==> src/design/tovl_pkg.sv <==
// Package for the topology order validator: node and verdict types, codes.
// No dependencies; used by tovl_check and topology_order_validator_top.
`timescale 1ns / 1ps

package tovl_pkg;

  localparam logic [15:0] NO_PARENT      = 16'hFFFF;
  localparam logic [7:0]  TYPE_UNDEFINED = 8'd0;
  localparam logic [7:0]  TYPE_PROCESSOR = 8'd1;

  typedef enum logic [2:0] {
    ERR_NONE          = 3'd0,
    ERR_TOO_DEEP      = 3'd1,
    ERR_BAD_ORDER     = 3'd2,
    ERR_PARENT        = 3'd3,
    ERR_LEAF_NOT_PROC = 3'd4,
    ERR_PROC_NOT_LEAF = 3'd5,
    ERR_TOP_PARENT    = 3'd6
  } err_t;

  typedef struct packed {
    logic        list_start;
    logic [15:0] node_index;
    logic [7:0]  node_kind;
    logic [15:0] parent_node;
  } node_t;

  typedef struct packed {
    logic still_valid;
    err_t error_code;
    logic list_done;
  } verdict_t;

endpackage

==> src/design/topology_order_validator_top.sv <==
// Topology order validator top level: input beat register, check stage, result register.
// Depends on tovl_pkg and tovl_check.
// A beat is held in the input register; its verdict is registered for the master side.
// One node per cycle unless m_tready stalls; stack update and checks are combinational.
// Reset (rst, synchronous): stack all no-parent, level 0, type undefined, no error,
// both beat registers empty.
`timescale 1ns / 1ps

module topology_order_validator_top
  import tovl_pkg::*;
#(
  parameter int MAX_DEPTH = 20
) (
  input  logic        clk,
  input  logic        rst,
  input  logic        s_tvalid,
  output logic        s_tready,
  input  logic [39:0] s_tdata,   // node_index[15:0], node_kind[23:16], parent_node[39:24]
  input  logic        s_tuser,   // list_start
  output logic        m_tvalid,
  input  logic        m_tready,
  output logic [7:0]  m_tdata,   // still_valid[0], error_code[3:1], zero[7:4]
  output logic        m_tlast    // list_done
);

  logic     in_valid;
  node_t    in_node;
  logic     advance;
  verdict_t verdict;
  verdict_t out_verdict;

  assign advance  = in_valid && (!m_tvalid || m_tready);
  assign s_tready = !in_valid || advance;

  always_ff @(posedge clk) begin
    if (rst) begin
      in_valid <= 1'b0;
    end else if (s_tready) begin
      in_valid <= s_tvalid;
    end
  end

  always_ff @(posedge clk) begin
    if (s_tready && s_tvalid) begin
      in_node.list_start  <= s_tuser;
      in_node.node_index  <= s_tdata[15:0];
      in_node.node_kind   <= s_tdata[23:16];
      in_node.parent_node <= s_tdata[39:24];
    end
  end

  tovl_check #(
    .MAX_DEPTH(MAX_DEPTH)
  ) u_check (
    .clk    (clk),
    .rst    (rst),
    .step   (advance),
    .node   (in_node),
    .verdict(verdict)
  );

  always_ff @(posedge clk) begin
    if (rst) begin
      m_tvalid <= 1'b0;
    end else if (advance) begin
      m_tvalid <= 1'b1;
    end else if (m_tready) begin
      m_tvalid <= 1'b0;
    end
  end

  always_ff @(posedge clk) begin
    if (advance) begin
      out_verdict <= verdict;
    end
  end

  assign m_tdata = {4'd0, out_verdict.error_code, out_verdict.still_valid};
  assign m_tlast = out_verdict.list_done;

endmodule

==> src/design/tovl_check.sv <==
// Per-level parent stack, level/type state and the rule checks for one node.
// Depends on tovl_pkg. Verdict is combinational; state advances on step.
`timescale 1ns / 1ps

module tovl_check
  import tovl_pkg::*;
#(
  parameter int MAX_DEPTH = 20
) (
  input  logic     clk,
  input  logic     rst,
  input  logic     step,
  input  node_t    node,
  output verdict_t verdict
);

  localparam int LW = $clog2(MAX_DEPTH);

  logic [15:0]          level_parent [MAX_DEPTH];
  logic [15:0]          level_parent_next [MAX_DEPTH];
  logic [MAX_DEPTH-1:0] occupied;
  logic [MAX_DEPTH-1:0] occupied_next;
  logic [15:0]          top_parent;
  logic [15:0]          top_parent_next;
  logic [LW-1:0]        level;
  logic [LW-1:0]        level_next;
  logic [7:0]           level_type;
  logic [7:0]           level_type_next;
  err_t                 latched_error;
  err_t                 latched_error_next;

  // state as seen after an optional list start
  logic [15:0]          eff_top;
  logic [LW-1:0]        eff_level;
  logic [7:0]           eff_type;
  err_t                 eff_err;
  logic [LW:0]          level_p1;
  logic [15:0]          above_par;
  logic [7:0]           cur_type;
  logic                 changed;
  logic                 climb;
  logic                 restart;
  logic                 too_deep;
  logic [LW-1:0]        new_level;
  logic [LW-1:0]        new_level_p1;
  logic [15:0]          par_at;
  logic [15:0]          new_par;
  logic [MAX_DEPTH-1:0] occ_after;
  logic                 top_open;
  err_t                 code;

  always_comb begin
    eff_top   = node.list_start ? NO_PARENT : top_parent;
    eff_level = node.list_start ? '0 : level;
    eff_type  = node.list_start ? TYPE_UNDEFINED : level_type;
    eff_err   = node.list_start ? ERR_NONE : latched_error;

    level_p1  = {1'b0, eff_level} + (LW+1)'(1);
    too_deep  = level_p1 >= (LW+1)'(MAX_DEPTH);
    above_par = (node.list_start || too_deep) ? NO_PARENT : level_parent[level_p1[LW-1:0]];

    cur_type = (eff_type == TYPE_UNDEFINED) ? node.node_kind : eff_type;
    changed  = cur_type != node.node_kind;
    climb    = changed && (node.node_index == eff_top);
    restart  = changed && !climb && (node.node_kind == TYPE_PROCESSOR);

    if (climb) begin
      new_level = level_p1[LW-1:0];
      par_at    = above_par;
    end else if (restart) begin
      new_level = '0;
      par_at    = (eff_level == '0) ? eff_top : NO_PARENT;
    end else begin
      new_level = eff_level;
      par_at    = eff_top;
    end
    new_par      = (par_at == NO_PARENT) ? node.parent_node : par_at;
    new_level_p1 = new_level + LW'(1);

    for (int i = 0; i < MAX_DEPTH; i++) begin
      if (node.list_start || (restart && (LW'(i) < eff_level))) begin
        level_parent_next[i] = NO_PARENT;
        occ_after[i]         = 1'b0;
      end else begin
        level_parent_next[i] = level_parent[i];
        occ_after[i]         = occupied[i];
      end
      if (LW'(i) == new_level) begin
        level_parent_next[i] = new_par;
        occ_after[i]         = new_par != NO_PARENT;
      end
    end

    top_open = (new_level == LW'(MAX_DEPTH - 1)) || !occ_after[new_level_p1];

    if (climb && too_deep) begin
      code = ERR_TOO_DEEP;
    end else if (changed && !climb && !restart) begin
      code = ERR_BAD_ORDER;
    end else if (par_at != NO_PARENT && par_at != node.parent_node) begin
      code = ERR_PARENT;
    end else if (new_level == '0 && node.node_kind != TYPE_PROCESSOR) begin
      code = ERR_LEAF_NOT_PROC;
    end else if (new_level != '0 && node.node_kind == TYPE_PROCESSOR) begin
      code = ERR_PROC_NOT_LEAF;
    end else if (node.node_index == 16'd0 && new_par != NO_PARENT && top_open) begin
      code = ERR_TOP_PARENT;
    end else begin
      code = ERR_NONE;
    end

    // state only matters while no error is latched
    if (eff_err == ERR_NONE && code == ERR_NONE) begin
      occupied_next      = occ_after;
      top_parent_next    = new_par;
      level_next         = new_level;
      level_type_next    = node.node_kind;
      latched_error_next = ERR_NONE;
    end else begin
      for (int i = 0; i < MAX_DEPTH; i++) begin
        level_parent_next[i] = node.list_start ? NO_PARENT : level_parent[i];
      end
      occupied_next      = node.list_start ? '0 : occupied;
      top_parent_next    = eff_top;
      level_next         = eff_level;
      level_type_next    = eff_type;
      latched_error_next = (eff_err != ERR_NONE) ? eff_err : code;
    end

    verdict.still_valid = latched_error_next == ERR_NONE;
    verdict.error_code  = latched_error_next;
    verdict.list_done   = node.node_index == 16'd0;
  end

  always_ff @(posedge clk) begin
    if (rst) begin
      for (int i = 0; i < MAX_DEPTH; i++) begin
        level_parent[i] <= NO_PARENT;
      end
      occupied      <= '0;
      top_parent    <= NO_PARENT;
      level         <= '0;
      level_type    <= TYPE_UNDEFINED;
      latched_error <= ERR_NONE;
    end else if (step) begin
      for (int i = 0; i < MAX_DEPTH; i++) begin
        level_parent[i] <= level_parent_next[i];
      end
      occupied      <= occupied_next;
      top_parent    <= top_parent_next;
      level         <= level_next;
      level_type    <= level_type_next;
      latched_error <= latched_error_next;
    end
  end

endmodule
==> config.mk <==
export PLATFORM = sky130hd
export DESIGN_NAME = topology_order_validator_top
export DESIGN_NICKNAME = d
export VERILOG_FILES = /design/src/design/tovl_pkg.sv /design/src/design/topology_order_validator_top.sv /design/src/design/tovl_check.sv
export SDC_FILE = /design/constraint.sdc
export NUM_CORES = 1
export LEC_CHECK = 0
export BUFFER_PORTS_ARGS = -buffer_cell sky130_fd_sc_hd__buf_2
export CORE_MARGIN = 5
export CORE_UTILIZATION = 35
export DETAILED_ROUTE_END_ITERATION = 7
export GPL_ROUTABILITY_DRIVEN = 0
export SLEW_MARGIN = 20
export SYNTH_ARGS = -nofsm -noshare
export SYNTH_HDL_FRONTEND = slang
export SYNTH_HIERARCHICAL = 1
export SYNTH_SLANG_ARGS = --single-unit
==> constraint.sdc <==
create_clock -name clk -period 8.38 [get_ports clk]
set_input_delay 0.838 -clock clk [delete_from_list [all_inputs] [get_ports clk]]
set_output_delay 0.838 -clock clk [all_outputs]
set_load 0.05 [all_outputs]
==> run_results.csv, run 1 <==
group,metric,value,unit
global_route,antenna_violations_before_repair,1,
logic_synthesis,yosys_register_bits,420,
finish,seqCellArea,12070,µm²
critical_path,arrival,7.79,ns
power_and_ir_drop,p_per_area,194.9,nW/µm²
power_and_ir_drop,p_leak,6.831,nW
cts,tritoncts,"done",
global_route,grt_usage,19.77,%
power_and_ir_drop,clock_power_share,45.2,%
timing,least_margin_pin_slew,1.184,ns
routing,routed_via_density,5.930,
global_route,grt_max_degree,68,
logic_synthesis,asyncSetResetFlopFracSynth,0,%
timing,tns,0,ns
logic_synthesis,adder_cell_share_of_the_synthesized_area,0.4191,%
power_and_ir_drop,p_seq_share,51.0,%
critical_path,critical-path-top-cell-by-count,"sky130_fd_sc_hd__a22oi_1",
die,boundaryPins,56,
logic_synthesis,post_synth_and_or_nand_nor_area_fraction,16.79,%
finish,finish.utilization,39.60,%
die,dieHeight,254.4,µm
finish,antenna_cells_inserted,0,
cts,cts_resized,0,
cts,clkSinkCount,420,
cts,cts_inserted_buffers,46,
die,placementRows,89,
flow_run,drv_cap,0,
logic_synthesis,combinational_family_with_the_most_area_after_synthesis,"simple AND/OR/NAND/NOR gates",
finish,multi_input_area,8070,µm²
timing,clock_skew,0.02971,ns
routing,wl_per_cell,24.80,µm
cts,clk_pin_slew,0.06,ns
logic_synthesis,synth.yosys.warnings,6,
routing,detailedRoute.firstIterationViolations,2115,
power_and_ir_drop,power.combinational.fraction,3.7,%
critical_path,crit_path_required_time,8.58,ns
placed_design,placed_cell_area,21900,µm²
logic_synthesis,synth.yosys.seq_area_share,57.77,%
timing,slew_headroom,20.99,%
logic_synthesis,synth-edff-count,366,
cts,hold_buffers,0,
timing,max_freq,131.8,MHz
cts,worstSkewPairLatency,0.60,ns
critical_path,max_stage_delay,0.85,ns
timing,drv_slew,0,
logic_synthesis,syn-instance-count,1835,
power_and_ir_drop,net-switching-power,1.001,mW
routing,drc_errors,0,
status,outcome,"finished clean",
power_and_ir_drop,cellInternalPower,3.563,mW
critical_path,criticalPathCategory,"reg -> reg",
die,chipWidth,254.4,µm
timing,finalCritPeriodShare,90.55,%
logic_synthesis,syn_area,20900,µm²
timing,setup_viol_count_final,0,
critical_path,worst_setup_path_end_kind,"flip-flop",
cts,ctsLongestPathBuffers,3,
finish,final_net_count,1889,
logic_synthesis,yosys.area_share.xor_xnor,1.341,%
die,die_area,64690,µm²
routing,first_pass_iters,6,
global_route,first_global_vias,15140,
finish,area_growth_syn_to_layout,12.06,%
finish,final.fill_count,5587,
cts,clock-root-buffer,"sky130_fd_sc_hd__clkbuf_16",
placed_design,port-buffer-count,51,
routing,antenna_violating_nets_post_route,0,
logic_synthesis,synthFlopType,"sky130_fd_sc_hd__edfxtp_1",
finish,fin_area,23420,µm²
global_route,grt_first_pass_wirelength,97210,µm
die,core_region_area,59130,µm²
logic_synthesis,yosys-mux-area-fraction,8.999,%
critical_path,worstPathCellList,"buf_4, nor4b_1, nand2_1, a32o_1, o21ai_1, nor2_1, a22oi_1, inv_1, ha_1, clkinv_1, a2111oi_0, a22oi_1, or3b_2, a41oi_2, nor2_4, a21boi_1, a21o_1",
logic_synthesis,synth_compound_gate_area_share,10.57,%
critical_path,critPathLaunchType,"flip-flop",
power_and_ir_drop,ir_worst_vdd,170.2,µV
routing,num_vias,15690,
min_path,min_path_type,"in -> reg",
logic_synthesis,netlist_cell_types,93,
critical_path,slowest_stage,"sky130_fd_sc_hd__a2111oi_0",
cts,postCtsSetupRepairBufs,0,
cts,cts_htree_levels,2,
routing,routed_wirelength,65600,µm
timing,rsz0062_at_grt,"no",
logic_synthesis,post_synth.cell_area_avg,11.39,µm²
finish,drive_gt1_share,16.03,%
critical_path,path_max_fanout,42,
timing,period_needed,7.588,ns
placed_design,detailedPlacementHpwl,43770,µm
die,start_util,35.34,%
global_route,grt_remaining_overflow,0,
timing,hold_viol,0,
power_and_ir_drop,power.switching_fraction,21.94,%
[cell type report]
cell class / instances / area share (%)
Sequential cell: 420 / 51.55
Multi-Input combinational cell: 1238 / 34.46
Clock buffer: 58 / 5.151
Tap cell: 773 / 4.130
Timing Repair Buffer: 109 / 3.003
Clock inverter: 25 / 1.330
Inverter: 22 / 0.3740
[per-layer routing]
metal / GRT usage [%] / wire (µm)
met4: 8.438 / 3097
met3: 4.059 / 5741
met1: 26.12 / 25970
met2: 31.89 / 30780
met5: 0 / 17
[flip-flops by register name (all words and copies together) (netlist names)]
signal                 flops
u_check/top_parent        16
m_tvalid                   1
m_tlast                    1
in_node                   41
u_check/occupied          20
in_valid                   1
u_check/level_type         8
m_tdata                    4
u_check/level_parent     320
u_check/latched_error      3
u_check/level              5
[cells in the final DEF, fill, tap and decap left out, drive strengths merged, types with 13 or more instances in the layout]
| master | netlist | final |
|---|---|---|
| nand2 | 420 | 420 |
| edfxtp | 366 | 366 |
| nor2 | 109 | 109 |
| buf | 82 | 109 |
| nand3 | 88 | 88 |
| a21oi | 75 | 75 |
| mux4 | 68 | 68 |
| o21ai | 65 | 65 |
| clkbuf | 76 | 58 |
| dfxtp | 54 | 54 |
| mux2i | 27 | 27 |
| inv | 20 | 24 |
| xor2 | 20 | 20 |
| o22ai | 19 | 19 |
| and3 | 19 | 19 |
| clkinv | 2 | 17 |
| nand4 | 16 | 16 |
| nor4 | 15 | 15 |
| and3b | 15 | 15 |
| o211ai | 15 | 15 |
| nand2b | 13 | 13 |
| nor3 | 13 | 13 |
| or3 | 13 | 13 |
| a22oi | 13 | 13 |
| and2 | 13 | 13 |
[logic make-up after synthesis]
family / after synthesis
compound gates: 320
xor+xnor: 32
fa+ha+maj: 7
buf+inv: 180
flops: 420
mux: 102
other cells: 1
simple gates: 773
[worst max-delay path, delay by kind of cell, from the launching register on]
kind / cells / cell delay [ns]
AO/OA/AOI/OAI: 8 / 3.89
AND/OR/NAND/NOR: 5 / 1.26
buffers and inverters: 3 / 0.86
adder cells (fa/ha/maj): 1 / 0.62
flip-flops: 1 / 0.53
[metrics by stage]
stage / setup WS, ns / hold WS (ns) / cells / total power, mW
CTS: 0.9887 / 0.3791 / 2645 / 4.603
detailed placement: 1.029 / 0.4615 / 2562 / 2.543
finish: 0.7918 / 0.4144 / 2645 / 4.565
global route: 0.5173 / 0.3899 / 2645 / 4.704
floorplan: 0.9681 / 0.4293 / 1838 / 2.465
global placement: 1.233 / 0.4445 / 2562 / 2.540
[worst paths after layout]
path / start / to / slack (ns) / depth (start not counted)
worst min-delay path: s_tdata[14] / in_node[38] / 0.41 / 1
worst min register to register: u_check/occupied[13] / u_check/occupied[13] / 0.47 / 2
worst max register to register: in_node[40] / u_check/level_parent[16][12] / 0.79 / 17
worst max-delay path: in_node[40] / u_check/level_parent[16][12] / 0.79 / 17
[power by group through the flow]
stage	clock (mW)	sequential, mW	combinational (mW)
finish	2.06	2.33	0.171
global route	2.19	2.33	0.180
CTS	2.10	2.33	0.169
detailed placement	0	2.37	0.169
global placement	0	2.37	0.167
floorplan	0	2.37	0.0957
[Yosys cell counts, types with 16 or more instances]
cell / number / area (µm²)
sky130_fd_sc_hd__a21oi_1: 73 / 365.4
sky130_fd_sc_hd__o21ai_0: 52 / 260.3
sky130_fd_sc_hd__xor2_1: 20 / 175.2
sky130_fd_sc_hd__mux2i_1: 27 / 270.3
sky130_fd_sc_hd__nand2_1: 420 / 1577
sky130_fd_sc_hd__dfxtp_1: 54 / 1081
sky130_fd_sc_hd__buf_2: 43 / 215.2
sky130_fd_sc_hd__nand4_1: 16 / 100.1
sky130_fd_sc_hd__o22ai_1: 19 / 118.9
sky130_fd_sc_hd__nor2_1: 106 / 397.9
sky130_fd_sc_hd__nand3_1: 88 / 440.4
sky130_fd_sc_hd__inv_1: 18 / 67.56
sky130_fd_sc_hd__edfxtp_1: 366 / 10990
sky130_fd_sc_hd__buf_4: 16 / 120.1
sky130_fd_sc_hd__clkbuf_1: 76 / 285.3
sky130_fd_sc_hd__and3_1: 19 / 118.9
sky130_fd_sc_hd__mux4_2: 68 / 1531
Note: power is estimated with default switching activity, not from simulation.
==> inputs of run 2 (changes only) <==
--- a/config.mk
+++ b/config.mk
@@ -10,6 +10,7 @@
 export CORE_UTILIZATION = 35
 export DETAILED_ROUTE_END_ITERATION = 7
 export GPL_ROUTABILITY_DRIVEN = 0
+export RECOVER_POWER = 50
 export SLEW_MARGIN = 20
 export SYNTH_ARGS = -nofsm -noshare
 export SYNTH_HDL_FRONTEND = slang
==> run_results.csv, run 2 (synthesis results as in run 1) <==
group,metric,value,unit
power_and_ir_drop,p_leak,6.712,nW
critical_path,reg2reg_setup_slack,0.64,ns
routing,first_pass_iters,6,
global_route,grt_max_degree,68,
global_route,grt_remaining_overflow,0,
cts,cts_htree_levels,2,
placed_design,placed_cell_area,21900,µm²
finish,area_growth_syn_to_layout,11.60,%
routing,antenna_violating_nets_post_route,0,
cts,cts_resized,0,
critical_path,arrival,7.94,ns
status,outcome,"complete, but fails checks",
cts,postCtsSetupRepairBufs,0,
timing,period_needed,7.737,ns
placed_design,place_ws,1.029,ns
finish,final_cell_mix,"420 x sky130_fd_sc_hd__nand2_1, 366 x sky130_fd_sc_hd__edfxtp_1, 97 x sky130_fd_sc_hd__nor2_1",
power_and_ir_drop,ir_worst_vdd,170.2,µV
die,boundaryPins,56,
die,core_region_area,59130,µm²
cts,cts_inserted_buffers,46,
finish,fin_area,23320,µm²
finish,top_register,"u_check/level_parent",
placed_design,detailedPlacementHpwl,43770,µm
routing,routed_via_density,5.910,
finish,biggest_regs,"u_check/level_parent: 320 flops, in_node: 41 flops, u_check/occupied: 20 flops",
timing,rsz0062_at_grt,"no",
finish,layout_commonest_cell,"sky130_fd_sc_hd__nand2_1",
timing,tns,0,ns
placed_design,port-buffer-count,51,
routing,wl_per_cell,24.81,µm
power_and_ir_drop,p_per_area,195.8,nW/µm²
cts,worstSkewPairLatency,0.60,ns
die,dieHeight,254.4,µm
finish,largest_register_ffs,320,
timing,max_freq,129.3,MHz
cts,ctsLongestPathBuffers,3,
cts,clkSinkCount,420,
routing,routed_wirelength,65610,µm
timing,least_margin_pin_slew,2.652,ns
flow_run,drv_cap,3,
timing,setup_ws_post_layout,0.6434,ns
timing,clock_skew,0.03352,ns
status,failed_checks,"capacitance limit, slew limit",
critical_path,criticalPathCategory,"reg -> reg",
finish,drive_gt1_share,14.37,%
critical_path,crit_path_required_time,8.58,ns
global_route,first_global_vias,15140,
min_path,min_path_type,"in -> reg",
global_route,grt_first_pass_wirelength,97210,µm
routing,num_vias,15630,
routing,detailedRoute.firstIterationViolations,2243,
cts,clock-root-buffer,"sky130_fd_sc_hd__clkbuf_16",
finish,finish.utilization,39.44,%
critical_path,worst_setup_path_end_kind,"flip-flop",
timing,drv_slew,107,
finish,final_net_count,1889,
finish,antenna_cells_inserted,0,
die,die_area,64690,µm²
cts,tritoncts,"done",
cts,clk_pin_slew,0.06,ns
critical_path,path_max_fanout,42,
die,start_util,35.34,%
timing,slew_headroom,-76.91,%
global_route,grt_usage,19.77,%
routing,drc_errors,0,
timing,finalCritPeriodShare,92.32,%
cts,hold_buffers,0,
timing,hold_viol,0,
timing,setup_viol_count_final,0,
die,placementRows,89,
die,chipWidth,254.4,µm
critical_path,critPathLaunchType,"flip-flop",
global_route,antenna_violations_before_repair,1,
run 2: changes by cell type in the layout (fill, tap and decap cells not counted), moves of 2 or more:
| cell | before | now |
|---|---|---|
| sky130_fd_sc_hd__buf_4 | 57 | 40 |
| sky130_fd_sc_hd__buf_2 | 51 | 41 |
| sky130_fd_sc_hd__clkbuf_1 | 11 | 38 |
| sky130_fd_sc_hd__and2_0 | 1 | 3 |
run 2: stage by stage:
| stage | power, mW | std cells | hold slack, ns |
|---|---|---|---|
| 6_report | 4.566 | 2645 | 0.4148 |
| 5_1_grt | 4.704 | 2645 | 0.3899 |
| 4_1_cts | 4.603 | 2645 | 0.3791 |
| 3_5_place_dp | 2.543 | 2562 | 0.4615 |
| 3_3_place_gp | 2.540 | 2562 | 0.4445 |
| 2_1_floorplan | 2.465 | 1838 | 0.4293 |
run 2: worst max-delay path, stage by stage (launching register included):
cell and delay [ns]:
sky130_fd_sc_hd__edfxtp_1 0.53, sky130_fd_sc_hd__buf_4 0.33, sky130_fd_sc_hd__nor4b_1 0.33, sky130_fd_sc_hd__nand2_1 0.10, sky130_fd_sc_hd__a32o_1 0.28, sky130_fd_sc_hd__o21ai_1 0.64, sky130_fd_sc_hd__nor2_1 0.15, sky130_fd_sc_hd__a22oi_1 0.39
sky130_fd_sc_hd__inv_1 0.16, sky130_fd_sc_hd__ha_1 0.62, sky130_fd_sc_hd__clkinv_1 0.37, sky130_fd_sc_hd__a2111oi_0 0.86, sky130_fd_sc_hd__a22oi_1 0.15, sky130_fd_sc_hd__or3b_2 0.52, sky130_fd_sc_hd__a41oi_1 0.40, sky130_fd_sc_hd__nor2_4 0.18
sky130_fd_sc_hd__a21boi_1 0.56, sky130_fd_sc_hd__a21o_1 0.74
run 2: report_power, final:
group          switching (mW)  internal [mW]  total (mW)
clock network           0.853           1.21        2.07
logic                   0.128         0.0419       0.170
registers              0.0227           2.31        2.33
run 2: final timing paths:
kind                                           start                            to  cells past startpoint
worst max register to register           in_node[40]  u_check/level_parent[16][12]                     17
worst max-delay path                     in_node[40]  u_check/level_parent[16][12]                     17
worst min register to register  u_check/occupied[13]          u_check/occupied[13]                      2
worst min-delay path                     s_tdata[14]                   in_node[38]                      1
run 2: metal layers:
layer	vias to the layer above	part of all wire, %	track usage [%]
met5	-	0.026	0
met4	2	5.0	8.438
met3	197	9.1	4.059
met2	839	47	31.89
met1	7782	39	26.12
li1	6811	-	-
run 2: area by class of cell:
class | count | area, µm²
clock buffer | 58 | 1206
clock inverter | 25 | 311.5
fill | 5615 | 35810
inverter | 22 | 87.58
multi-input combinational | 1238 | 8050
sequential | 420 | 12070
tap | 773 | 967.2
timing repair buffer | 109 | 626.9
